--- config.mk ---
export PLATFORM = sky130hd
export DESIGN_NAME = cec_bit_receiver
export DESIGN_NICKNAME = d
export VERILOG_FILES = /design/src/hdl/cbr_pkg.sv /design/src/hdl/cbr_cfg_regs.sv /design/src/hdl/cbr_timing.sv /design/src/hdl/cbr_decoder.sv /design/src/hdl/cec_bit_receiver.sv
export VERILOG_INCLUDE_DIRS = /design/src /design/src/hdl
export SDC_FILE = /design/constraint.sdc
export NUM_CORES = 1
export LEC_CHECK = 0
export ABC_AREA = 1
export BUFFER_PORTS_ARGS = -buffer_cell sky130_fd_sc_hd__clkbuf_2
export CAP_MARGIN = 20
export CELL_PAD_IN_SITES_DETAIL_PLACEMENT = 0
export CELL_PAD_IN_SITES_GLOBAL_PLACEMENT = 2
export CORE_MARGIN = 8
export CORE_UTILIZATION = 40
export CTS_CLUSTER_SIZE = 24
export DETAILED_ROUTE_END_ITERATION = 7
export MAX_ROUTING_LAYER = met4
export PLACE_DENSITY_LB_ADDON = 0.1
export SYNTH_ARGS = -nofsm -noshare
export SYNTH_HDL_FRONTEND = slang
export SYNTH_SLANG_ARGS = --single-unit
--- constraint.sdc ---
create_clock -name i_clk -period 10.65 [get_ports i_clk]
set_input_delay 3.195 -clock i_clk [delete_from_list [all_inputs] [get_ports i_clk]]
set_output_delay 3.195 -clock i_clk [all_outputs]
set_load 0.02 [all_outputs]
--- src/hdl/cec_bit_receiver_macros.svh ---
// Assertion helpers for the receiver RTL.
`ifndef CEC_BIT_RECEIVER_MACROS_SVH
`define CEC_BIT_RECEIVER_MACROS_SVH

// Same-cycle implication, checked out of reset.
`define CBR_ASSERT_IMP(lbl, ante, cons, msg) \
    lbl: assert property (@(posedge i_clk) disable iff (!i_rst_n) (ante) |-> (cons)) \
        else $error(msg);

// Next-cycle implication, checked out of reset.
`define CBR_ASSERT_NXT(lbl, ante, cons, msg) \
    lbl: assert property (@(posedge i_clk) disable iff (!i_rst_n) (ante) |=> (cons)) \
        else $error(msg);

`endif

--- src/hdl/cbr_pkg.sv ---
// ----------------------------------------------------------------------------
// cbr_pkg
// Types and constants for the CEC bit receiver.
// ----------------------------------------------------------------------------
package cbr_pkg;

    localparam int CFG_W   = 13;
    localparam int CFG_N   = 8;
    localparam int CFG_IDX_W = 3;
    localparam int POS_W   = 4;

    typedef enum logic [CFG_IDX_W-1:0] {
        CFG_START_LOW_MIN   = 3'd0,
        CFG_START_TOTAL_MIN = 3'd1,
        CFG_ZERO_LOW_MIN    = 3'd2,
        CFG_ZERO_LOW_MAX    = 3'd3,
        CFG_ONE_LOW_MIN     = 3'd4,
        CFG_ONE_LOW_MAX     = 3'd5,
        CFG_BIT_TOTAL_MIN   = 3'd6,
        CFG_BIT_TOTAL_MAX   = 3'd7
    } t_cfg_idx;

    localparam logic [CFG_W-1:0] RST_START_LOW_MIN   = 13'd3680;
    localparam logic [CFG_W-1:0] RST_START_TOTAL_MIN = 13'd4521;
    localparam logic [CFG_W-1:0] RST_ZERO_LOW_MIN    = 13'd1366;
    localparam logic [CFG_W-1:0] RST_ZERO_LOW_MAX    = 13'd1787;
    localparam logic [CFG_W-1:0] RST_ONE_LOW_MIN     = 13'd420;
    localparam logic [CFG_W-1:0] RST_ONE_LOW_MAX     = 13'd1051;
    localparam logic [CFG_W-1:0] RST_BIT_TOTAL_MIN   = 13'd2155;
    localparam logic [CFG_W-1:0] RST_BIT_TOTAL_MAX   = 13'd2891;

    typedef enum logic [2:0] {
        PH_IDLE       = 3'd0,
        PH_START_LOW  = 3'd1,
        PH_START_HIGH = 3'd2,
        PH_BIT_LOW    = 3'd3,
        PH_BIT_HIGH   = 3'd4
    } t_phase;

    typedef struct packed {
        logic [CFG_W-1:0] start_low_min;
        logic [CFG_W-1:0] start_total_min;
        logic [CFG_W-1:0] zero_low_min;
        logic [CFG_W-1:0] zero_low_max;
        logic [CFG_W-1:0] one_low_min;
        logic [CFG_W-1:0] one_low_max;
        logic [CFG_W-1:0] bit_total_min;
        logic [CFG_W-1:0] bit_total_max;
    } t_cfg;

    typedef struct packed {
        logic start_low_ok;
        logic start_total_ok;
        logic zero_ok;
        logic one_ok;
        logic total_ok;
    } t_judge;

    typedef struct packed {
        logic             bit_value;
        logic [POS_W-1:0] bit_position;
        logic             block_end;
    } t_result;

endpackage

--- src/hdl/cbr_cfg_regs.sv ---
// ----------------------------------------------------------------------------
// cbr_cfg_regs
// Timing threshold registers, written through a plain write port.
// ----------------------------------------------------------------------------
module cbr_cfg_regs (
    input  logic                           i_clk,
    input  logic                           i_rst_n,
    input  logic                           i_cfg_we,
    input  logic [cbr_pkg::CFG_IDX_W-1:0]  i_cfg_index,
    input  logic [cbr_pkg::CFG_W-1:0]      i_cfg_data,
    output cbr_pkg::t_cfg                  o_cfg
);
    import cbr_pkg::*;

    t_cfg r_cfg;
    t_cfg n_cfg;

    always_comb begin
        n_cfg = r_cfg;
        if (i_cfg_we) begin
            unique case (t_cfg_idx'(i_cfg_index))
                CFG_START_LOW_MIN:   n_cfg.start_low_min   = i_cfg_data;
                CFG_START_TOTAL_MIN: n_cfg.start_total_min = i_cfg_data;
                CFG_ZERO_LOW_MIN:    n_cfg.zero_low_min    = i_cfg_data;
                CFG_ZERO_LOW_MAX:    n_cfg.zero_low_max    = i_cfg_data;
                CFG_ONE_LOW_MIN:     n_cfg.one_low_min     = i_cfg_data;
                CFG_ONE_LOW_MAX:     n_cfg.one_low_max     = i_cfg_data;
                CFG_BIT_TOTAL_MIN:   n_cfg.bit_total_min   = i_cfg_data;
                CFG_BIT_TOTAL_MAX:   n_cfg.bit_total_max   = i_cfg_data;
                default:             n_cfg = r_cfg;
            endcase
        end
    end

    always_ff @(posedge i_clk) begin
        if (!i_rst_n) begin
            r_cfg.start_low_min   <= RST_START_LOW_MIN;
            r_cfg.start_total_min <= RST_START_TOTAL_MIN;
            r_cfg.zero_low_min    <= RST_ZERO_LOW_MIN;
            r_cfg.zero_low_max    <= RST_ZERO_LOW_MAX;
            r_cfg.one_low_min     <= RST_ONE_LOW_MIN;
            r_cfg.one_low_max     <= RST_ONE_LOW_MAX;
            r_cfg.bit_total_min   <= RST_BIT_TOTAL_MIN;
            r_cfg.bit_total_max   <= RST_BIT_TOTAL_MAX;
        end else begin
            r_cfg <= n_cfg;
        end
    end

    assign o_cfg = r_cfg;

endmodule

--- src/hdl/cbr_timing.sv ---
// ----------------------------------------------------------------------------
// cbr_timing
// Saturating elapsed-tick count and the threshold window compares.
// ----------------------------------------------------------------------------
module cbr_timing #(
    parameter int TIMER_WIDTH = 13
) (
    input  logic [TIMER_WIDTH-1:0] i_timer,
    input  cbr_pkg::t_cfg          i_cfg,
    output logic [TIMER_WIDTH-1:0] o_elapsed,
    output cbr_pkg::t_judge        o_judge
);
    import cbr_pkg::*;

    localparam logic [TIMER_WIDTH-1:0] TMAX = '1;

    logic [TIMER_WIDTH-1:0] w_t;

    assign w_t       = (i_timer == TMAX) ? TMAX : i_timer + 1'b1;
    assign o_elapsed = w_t;

    always_comb begin
        o_judge.start_low_ok   = w_t >= TIMER_WIDTH'(i_cfg.start_low_min);
        o_judge.start_total_ok = w_t >= TIMER_WIDTH'(i_cfg.start_total_min);
        o_judge.zero_ok        = (w_t > TIMER_WIDTH'(i_cfg.zero_low_min)) &&
                                 (w_t < TIMER_WIDTH'(i_cfg.zero_low_max));
        o_judge.one_ok         = (w_t > TIMER_WIDTH'(i_cfg.one_low_min)) &&
                                 (w_t < TIMER_WIDTH'(i_cfg.one_low_max));
        o_judge.total_ok       = (w_t > TIMER_WIDTH'(i_cfg.bit_total_min)) &&
                                 (w_t < TIMER_WIDTH'(i_cfg.bit_total_max));
    end

endmodule

--- src/hdl/cbr_decoder.sv ---
// ----------------------------------------------------------------------------
// cbr_decoder
// Start/data bit decode state machine with tick timer and bit index.
// ----------------------------------------------------------------------------
module cbr_decoder #(
    parameter int BLOCK_BITS  = 10,
    parameter int TIMER_WIDTH = 13
) (
    input  logic             i_clk,
    input  logic             i_rst_n,
    input  logic             i_step,
    input  logic             i_level,
    input  cbr_pkg::t_cfg    i_cfg,
    output logic             o_emit,
    output cbr_pkg::t_result o_result
);
    import cbr_pkg::*;

    localparam logic [POS_W-1:0] LAST_IDX = POS_W'(BLOCK_BITS - 1);

    t_phase                 r_phase;
    t_phase                 n_phase;
    logic [TIMER_WIDTH-1:0] r_timer;
    logic [TIMER_WIDTH-1:0] n_timer;
    logic                   r_prev;
    logic                   r_pend;
    logic                   n_pend;
    logic [POS_W-1:0]       r_idx;
    logic [POS_W-1:0]       n_idx;

    logic [TIMER_WIDTH-1:0] w_elapsed;
    t_judge                 w_judge;
    logic                   w_fall;
    logic                   w_rise;
    logic                   w_last;
    logic                   w_restart;

    cbr_timing #(
        .TIMER_WIDTH (TIMER_WIDTH)
    ) u_timing (
        .i_timer   (r_timer),
        .i_cfg     (i_cfg),
        .o_elapsed (w_elapsed),
        .o_judge   (w_judge)
    );

    assign w_fall = r_prev & ~i_level;
    assign w_rise = ~r_prev & i_level;
    assign w_last = r_idx >= LAST_IDX;

    always_comb begin
        n_phase   = r_phase;
        n_idx     = r_idx;
        n_pend    = r_pend;
        w_restart = 1'b0;
        o_emit    = 1'b0;
        unique case (r_phase)
            PH_IDLE: begin
                if (w_fall) begin
                    w_restart = 1'b1;
                    n_idx     = '0;
                    n_phase   = PH_START_LOW;
                end
            end
            PH_START_LOW: begin
                if (w_rise) begin
                    n_phase = w_judge.start_low_ok ? PH_START_HIGH : PH_IDLE;
                end
            end
            PH_START_HIGH: begin
                if (w_fall) begin
                    if (w_judge.start_total_ok) begin
                        w_restart = 1'b1;
                        n_phase   = PH_BIT_LOW;
                    end else begin
                        n_phase = PH_IDLE;
                    end
                end
            end
            PH_BIT_LOW: begin
                if (w_rise) begin
                    if (w_judge.zero_ok) begin
                        n_pend  = 1'b0;
                        n_phase = PH_BIT_HIGH;
                    end else if (w_judge.one_ok) begin
                        n_pend  = 1'b1;
                        n_phase = PH_BIT_HIGH;
                    end else begin
                        n_phase = PH_IDLE;
                    end
                end
            end
            PH_BIT_HIGH: begin
                if (w_fall) begin
                    if (w_judge.total_ok) begin
                        o_emit    = 1'b1;
                        w_restart = 1'b1;
                        n_idx     = w_last ? '0 : r_idx + 1'b1;
                        n_phase   = PH_BIT_LOW;
                    end else begin
                        n_phase = PH_IDLE;
                    end
                end
            end
            default: n_phase = PH_IDLE;
        endcase
        n_timer = w_restart ? '0 : w_elapsed;
    end

    assign o_result.bit_value    = r_pend;
    assign o_result.bit_position = r_idx;
    assign o_result.block_end    = w_last;

    always_ff @(posedge i_clk) begin
        if (!i_rst_n) begin
            r_phase <= PH_IDLE;
            r_timer <= '0;
            r_prev  <= 1'b1;
            r_pend  <= 1'b0;
            r_idx   <= '0;
        end else if (i_step) begin
            r_phase <= n_phase;
            r_timer <= n_timer;
            r_prev  <= i_level;
            r_pend  <= n_pend;
            r_idx   <= n_idx;
        end
    end

endmodule

--- src/hdl/cec_bit_receiver.sv ---
// Path: a line sample beat is registered on acceptance; the bit it completes
// is then loaded into the result register when the decoder steps on that beat.
// Throughput: one sample beat per cycle; only a result register still held by
// the sink stalls a sample that completes a bit.
// Reset: synchronous active low; thresholds return to their defaults, the
// decoder to idle with the line taken as high.
// ----------------------------------------------------------------------------
// cec_bit_receiver
// CEC line bit receiver: start-bit detection and timed data-bit decode.
// ----------------------------------------------------------------------------
`include "cec_bit_receiver_macros.svh"

module cec_bit_receiver #(
    parameter int BLOCK_BITS  = 10,
    parameter int TIMER_WIDTH = 13
) (
    input  logic                          i_clk,
    input  logic                          i_rst_n,
    input  logic                          i_cfg_we,
    input  logic [cbr_pkg::CFG_IDX_W-1:0] i_cfg_index,
    input  logic [cbr_pkg::CFG_W-1:0]     i_cfg_data,
    input  logic                          i_in_valid,
    output logic                          o_in_ready,
    input  logic                          i_line_level,
    output logic                          o_out_valid,
    input  logic                          i_out_ready,
    output logic                          o_bit_value,
    output logic [cbr_pkg::POS_W-1:0]     o_bit_position,
    output logic                          o_block_end
);
    import cbr_pkg::*;

    localparam logic [POS_W-1:0] LAST_POS = POS_W'(BLOCK_BITS - 1);

    t_cfg    w_cfg;
    logic    r_in_vld;
    logic    r_in_level;
    logic    r_out_vld;
    t_result r_out;
    logic    w_emit;
    t_result w_result;
    logic    w_out_free;
    logic    w_step;

    cbr_cfg_regs u_cfg (
        .i_clk       (i_clk),
        .i_rst_n     (i_rst_n),
        .i_cfg_we    (i_cfg_we),
        .i_cfg_index (i_cfg_index),
        .i_cfg_data  (i_cfg_data),
        .o_cfg       (w_cfg)
    );

    cbr_decoder #(
        .BLOCK_BITS  (BLOCK_BITS),
        .TIMER_WIDTH (TIMER_WIDTH)
    ) u_dec (
        .i_clk    (i_clk),
        .i_rst_n  (i_rst_n),
        .i_step   (w_step),
        .i_level  (r_in_level),
        .i_cfg    (w_cfg),
        .o_emit   (w_emit),
        .o_result (w_result)
    );

    assign w_out_free = !r_out_vld || i_out_ready;
    assign w_step     = r_in_vld && (!w_emit || w_out_free);
    assign o_in_ready = !r_in_vld || w_step;

    always_ff @(posedge i_clk) begin
        if (!i_rst_n) begin
            r_in_vld <= 1'b0;
        end else if (o_in_ready) begin
            r_in_vld <= i_in_valid;
        end
    end

    always_ff @(posedge i_clk) begin
        if (o_in_ready && i_in_valid) begin
            r_in_level <= i_line_level;
        end
    end

    always_ff @(posedge i_clk) begin
        if (!i_rst_n) begin
            r_out_vld <= 1'b0;
        end else if (w_out_free) begin
            r_out_vld <= w_step && w_emit;
        end
    end

    always_ff @(posedge i_clk) begin
        if (w_step && w_emit) begin
            r_out <= w_result;
        end
    end

    assign o_out_valid    = r_out_vld;
    assign o_bit_value    = r_out.bit_value;
    assign o_bit_position = r_out.bit_position;
    assign o_block_end    = r_out.block_end;

    `CBR_ASSERT_IMP(a_emit_into_free, w_step && w_emit, w_out_free, "result beat overwritten")
    `CBR_ASSERT_IMP(a_end_matches_pos, r_out_vld, r_out.block_end == (r_out.bit_position == LAST_POS), "block end mismatch")
    `CBR_ASSERT_IMP(a_pos_in_block, r_out_vld, r_out.bit_position <= LAST_POS, "bit position past block")
    `CBR_ASSERT_NXT(a_stall_keeps_beat, r_in_vld && !w_step, r_in_vld && $stable(r_in_level), "stalled sample lost")

endmodule

==> flow_summary_export.csv, run 1 <==
group,metric,value,unit
logic_synthesis,synth_cell_types,35,
timing,worstMarginPinSlew,1.04,ns
place,dpl.cell_count,1324,
drt,dr.pass1.iters,6,
place,gp_congestion,0.802,
drt,vias_per_cell,4.94,
drt,routed_wl,22000,µm
logic_synthesis,synth_xor_area_share,0.223,%
setup_path,crit_path_max_fanout,9,
timing,hold_viol,0,
logic_synthesis,synth_nets,1180,
pwr,power.density,145,nW/µm²
timing,grt_setup_unrepaired,"false",
logic_synthesis,synth_top_family_by_area,"simple AND/OR/NAND/NOR gates",
logic_synthesis,synth-edff-count,7,
clock_network,cts_resized,0,
clock_network,postCtsHoldBufs,0,
timing,fin_crit_sh,66.7,%
final_layout,syn2layout_area_growth,13.3,%
final_layout,diodes,0,
global_route,grt_max_degree,81,
drt,post-route-drc-count,0,
final_layout,drive_above_1_share,8.80,%
setup_path,cp-startpoint,"u_dec.r_timer[0]$_SDFFE_PN0N_",
drt,num_vias,6698,
clock_network,clk_pin_slew,0.06,ns
clock_network,cts_made_buffers,17,
place,port-buffer-count,29,
global_route,grt_pass1_wl,35300,µm
pwr,ir_drop,0.104,mV
logic_synthesis,synth-compound-area-share,18.1,%
setup_path,r2r_start,"u_dec.r_timer[0]$_SDFFE_PN0N_",
drt,drt_iter0_drc,334,
setup_path,critPathKind,"reg2out",
global_route,grt_use_total,19.5,%
worst_hold_path,hold_path_class,"reg2reg",
timing,fin_tns_setup,0,ns
logic_synthesis,yosys.area_share.simple,19.5,%
logic_synthesis,synthFlopType,"dfxtp_1",
timing,setup_violations,0,
setup_path,critPathArrivalTime,3.91,ns
setup_path,setup.worst_path.start_class,"flop",
setup_path,critPathRequiredTime,7.46,ns
final_layout,fin_cells,1356,
timing,slew_viol_final,0,
floorplan,core,19300,µm²
drt,ant_nets,0,
drt,wl_per_cell,16.2,µm
timing,relSlewSlack,30.5,%
logic_synthesis,ys_async_sr_fraction,0,%
floorplan,die_w,156,µm
pwr,pwr-share-seq,41.4,%
worst_hold_path,hp-start,"u_dec.r_pend$_SDFFE_PN0P_",
flow_run,max_cap_violations,0,
final_layout,nNetsFinal,1205,
pwr,combPwrFrac,8.2,%
timing,fin_crit,7.10,ns
pwr,swShare,24.6,%
logic_synthesis,syn_area,7850,µm²
timing,fin_skew,0.0160,ns
clock_network,clock_sinks,135,
global_route,antenna_found_initial,0,
timing,clock.fmax,141,MHz
global_route,grt_pass1_vias,6364,
floorplan,rows,51,
floorplan,dieArea,24400,µm²
floorplan,die_y,156,µm
clock_network,clockRootBuffer,"clkbuf_16",
timing,setup_ws,3.55,ns
clock_network,clk_latency,0.42,ns
pwr,cellLeakagePower,0.00425,µW
pwr,switchingPower,317,µW
place,hpwl,15500,µm
floorplan,start_util,40.6,%
logic_synthesis,synth_fa_ha_area_share,16.7,%
clock_network,clock_path_buffers,2,
logic_synthesis,synth_warnings,0,
global_route,gr-total-overflow,0,
pwr,intPower,971,µW
logic_synthesis,yosysSeqAreaShare,35.3,%
clock_network,post_cts_buffers,0,
logic_synthesis,muxShareOfSynthArea,0,%
clock_network,htreeDepth,4,
clock_network,cts_tree,"built",
pwr,power_frac_clock,50.4,%
status,status,"finished, final reports clean",
place,dpl_worst_slack,3.55,ns
logic_synthesis,postSynthCellCount,1053,
floorplan,ioPinCount,30,
logic_synthesis,syn_area_per_cell,7.45,µm²
logic_synthesis,ys_seq_elements,135,
setup_path,crit_path_end_kind,"output port",
## layout by cell type, fill, tap and decap left out, drive strengths merged, types with 4 or more instances in the layout
cell,n
clkbuf,49
clkinv,4
nand2,187
o21ai,98
buf,11
nor3,16
dfxtp,128
inv,172
o21a,4
nand3,37
nand4,15
nor4,4
a21oi,115
nor2,83
o211ai,39
bufinv,4
edfxtp,7
ha,105
## worst max-delay path, stage by stage (launching register included)
cell and delay, ns:
dfxtp_1 0.40, ha_1 0.20, nand2_1 0.08, nor2_2 0.18, nand2_1 0.08, inv_1 0.08, nand3_1 0.09, or2_2 0.28
nand3_1 0.39, ha_1 0.35, a21oi_1 0.14, nor2_1 0.06, nor3_2 0.10, nand2_1 0.10, nor2_1 0.17, nand4_1 0.21
nor2_1 0.22, nand3_1 0.14, clkbuf_2 0.21
## final cells by class
cell class,instances,area [µm²]
clock inverter,11,170
fill,2038,10400
tap,265,332
inverter,172,646
sequential,135,2770
timing repair buffer,39,223
multi-input combinational,713,4280
clock buffer,21,472
## worst paths after layout
kind | endpoint | slack [ns] | depth (start not counted)
worst max-delay path | o_in_ready | 3.55 | 18
worst min-delay path | o_bit_value$_DFFE_PP_ | 0.43 | 0
worst max register to register | o_bit_position[3]$_DFFE_PP_ | 6.61 | 19
worst min register to register | o_bit_value$_DFFE_PP_ | 0.43 | 0
## power groups by stage
stage | clock network, µW | registers (µW) | logic [µW]
5_1_grt | 689 | 535 | 123
6_report | 649 | 533 | 106
3_5_place_dp | 0 | 544 | 106
3_3_place_gp | 0 | 544 | 106
4_1_cts | 662 | 533 | 107
2_1_floorplan | 0 | 541 | 72.7
## cells by family (layout without fill, tap and decap cells)
group	Yosys count	after routing
buf+inv	205	243
fa+ha+maj	105	105
simple gates	346	346
flops	135	135
xor+xnor	2	2
compound gates	260	260
## per-stage QoR
step	total power, µW	utilization, %	instance area, µm²	hold WS (ns)
final	1290	46.0	8890	0.431
after global routing	1350	46.0	8890	0.436
after CTS	1300	46.0	8890	0.429
after detailed placement	650	42.7	8250	0.428
after global placement	650	42.7	8250	0.415
after floorplan	614	-	7850	0.408
## layer usage
metal	global-route usage, %	wire length [µm]
met1	25.6	11300
met2	30.1	9600
met3	4.21	831
met4	4.62	212
met5	-	0
## synthesized netlist by cell type, types with 3 or more instances
master,instances,area (µm²)
nand2_1,183,687
inv_1,171,642
dfxtp_1,128,2560
a21oi_1,115,576
ha_1,105,1310
o21ai_0,94,470
nor2_1,70,263
o211ai_1,39,293
nand3_1,32,160
clkbuf_1,26,97.6
nand4_1,14,87.6
nor2_2,13,81.3
nor3_1,13,65.1
edfxtp_1,7,210
nand3_2,4,40.0
nor4_1,4,25.0
o21a_1,4,30.0
o21ai_1,4,20.0
a21boi_0,3,22.5
buf_2,3,15.0
buf_6,3,33.8
nand2_2,3,18.8
nor3_2,3,30.0
## registers in the layout (all words and copies together) (netlist names)
signal	count
r_in_level	1
o_block_end	1
o_bit_position	4
u_dec.r_prev	1
u_dec.r_idx	4
o_out_valid	1
u_dec.r_phase	3
o_bit_value	1
r_in_vld	1
u_dec.r_timer	13
u_dec.r_pend	1
u_cfg.o_cfg	104
No activity file was read; power rests on OpenSTA's default activity.
==> run 2, diff against run 1 <==
Settings changed: CORE_UTILIZATION 40 to 37.
Clock period 10.65 ns to 6.8 ns, I/O delays scaled along.
==> flow_summary_export.csv, run 2 (synthesis results as in run 1) <==
group,metric,value,unit
pwr,ir_drop,0.148,mV
final_layout,diodes,0,
place,hpwl,16200,µm
final_layout,largest_register_ffs,104,
drt,wl_per_cell,16.4,µm
status,status,"finished, final reports clean",
drt,dr.pass1.iters,7,
setup_path,path_delay_family,"simple AND/OR/NAND/NOR gates",
pwr,fin_total_pwr,1980,µW
global_route,grt_max_degree,58,
setup_path,rr_worst_depth,21,
clock_network,htreeDepth,4,
global_route,grt_pass1_wl,35800,µm
floorplan,dieArea,26100,µm²
setup_path,cp-startpoint,"u_dec.r_timer[0]$_SDFFE_PN0N_",
place,place_area,8290,µm²
setup_path,critPathRequiredTime,4.76,ns
floorplan,rows,53,
final_layout,final_common_cell,"nand2_1",
setup_path,slowest_delay,0.60,ns
timing,hold_viol,0,
place,gp_congestion,0.769,
drt,vias_per_cell,4.80,
timing,fin_crit_sh,85.5,%
global_route,grt_use_total,18.3,%
drt,ant_nets,0,
timing,worstMarginPinSlew,0.967,ns
drt,drt_iter0_drc,332,
place,dpl.cell_count,1338,
final_layout,regArea,2770,µm²
final_layout,drive_above_1_share,9.05,%
setup_path,endpoint,"o_in_ready",
setup_path,timing.rr.end,"o_bit_position[3]$_DFFE_PP_",
clock_network,clockRootBuffer,"clkbuf_16",
setup_path,critPathKind,"reg2out",
clock_network,post_cts_buffers,0,
setup_path,cp_num_cells,17,
clock_network,cts_tree,"built",
final_layout,fin_cells,1369,
setup_path,r2r_start,"u_dec.r_timer[0]$_SDFFE_PN0N_",
final_layout,multi_input_area,4280,µm²
pwr,cellLeakagePower,0.00426,µW
clock_network,clock_path_buffers,2,
clock_network,postCtsHoldBufs,0,
timing,hold_slack,0.438,ns
setup_path,crit_buf_inv,2,
clock_network,cts_made_buffers,17,
global_route,grt_pass1_vias,6311,
drt,routed_wl,22400,µm
setup_path,setup.worst_path.start_class,"flop",
setup_path,crit_chain,"ha_1 -> nand2_1 -> nor2_2 -> nand2_1 -> inv_1 -> nand3_1 -> o21ai_0 -> ha_1 -> nand2_1 -> nor2_1 -> nor3_2 -> nand2_1 -> nor2_1 -> nand4_1 -> nor2_1 -> nand3_1 -> clkbuf_2",
pwr,power.density,222,nW/µm²
final_layout,design_area,8910,µm²
worst_hold_path,hp-start,"u_dec.r_pend$_SDFFE_PN0P_",
timing,relSlewSlack,35.3,%
clock_network,cts_resized,0,
global_route,gr-total-overflow,0,
final_layout,nNetsFinal,1209,
timing,fin_crit,5.81,ns
floorplan,ioPinCount,30,
timing,fin_tns_setup,0,ns
timing,grt_setup_unrepaired,"false",
drt,post-route-drc-count,0,
setup_path,critPathMostFrequentCell,"nand2_1",
drt,num_vias,6569,
setup_path,crit_path_max_fanout,5,
global_route,antenna_found_initial,0,
setup_path,critPathArrivalTime,3.77,ns
floorplan,die_y,162,µm
clock_network,clk_latency,0.42,ns
timing,fin_skew,0.0111,ns
clock_network,clock_sinks,135,
final_layout,nFillCells,2215,
timing,clock.fmax,172,MHz
final_layout,syn2layout_area_growth,13.5,%
clock_network,clk_pin_slew,0.06,ns
floorplan,core,20900,µm²
floorplan,start_util,37.6,%
flow_run,max_cap_violations,0,
timing,slew_viol_final,0,
final_layout,final_cell_mix,"nand2_1, inv_1, dfxtp_1",
worst_hold_path,hold_path_class,"reg2reg",
setup_path,reg2reg_slack,2.80,ns
setup_path,critPathSlowestCell,"o21ai_0",
timing,setup_violations,0,
floorplan,die_w,162,µm
setup_path,crit_path_end_kind,"output port",
place,port-buffer-count,29,
-- run 2: layout make-up --
class	instances	area share, %
Timing Repair Buffer	43	2.84
Clock inverter	10	1.63
Inverter	172	7.25
Sequential cell	135	31.1
Tap cell	275	3.86
Multi-Input combinational cell	713	48.0
Clock buffer	21	5.29
-- run 2: power breakdown --
group	internal, µW	switching (µW)	total (µW)
logic	51.4	115	167
clock network	609	368	977
registers	823	11.6	835
total	1480	494	1980
-- run 2: worst min-delay path by stage --
| stage | endpoint | slack [ns] | cells after the start |
|---|---|---|---|
| global route | o_bit_value$_DFFE_PP_ | 0.44 | 0 |
| CTS | o_bit_value$_DFFE_PP_ | 0.43 | 0 |
| finish | o_bit_value$_DFFE_PP_ | 0.44 | 0 |
| floorplan | o_bit_value$_DFFE_PP_ | 0.41 | 0 |
| detailed placement | o_bit_value$_DFFE_PP_ | 0.42 | 0 |
| global placement | o_bit_value$_DFFE_PP_ | 0.41 | 0 |
-- run 2: stage by stage --
step                      util, %  worst slack, ns
after floorplan                 -             1.84
after global placement       39.7             1.50
after detailed placement     39.7             1.39
after CTS                    42.7            0.918
after global routing         42.7            0.432
final                        42.7            0.988
-- run 2: per-layer routing --
layer	track usage (%)	share of wire, %
met5	-	0
met1	24.6	53
met4	4.34	0.89
met2	28.0	44
met3	3.26	2.9
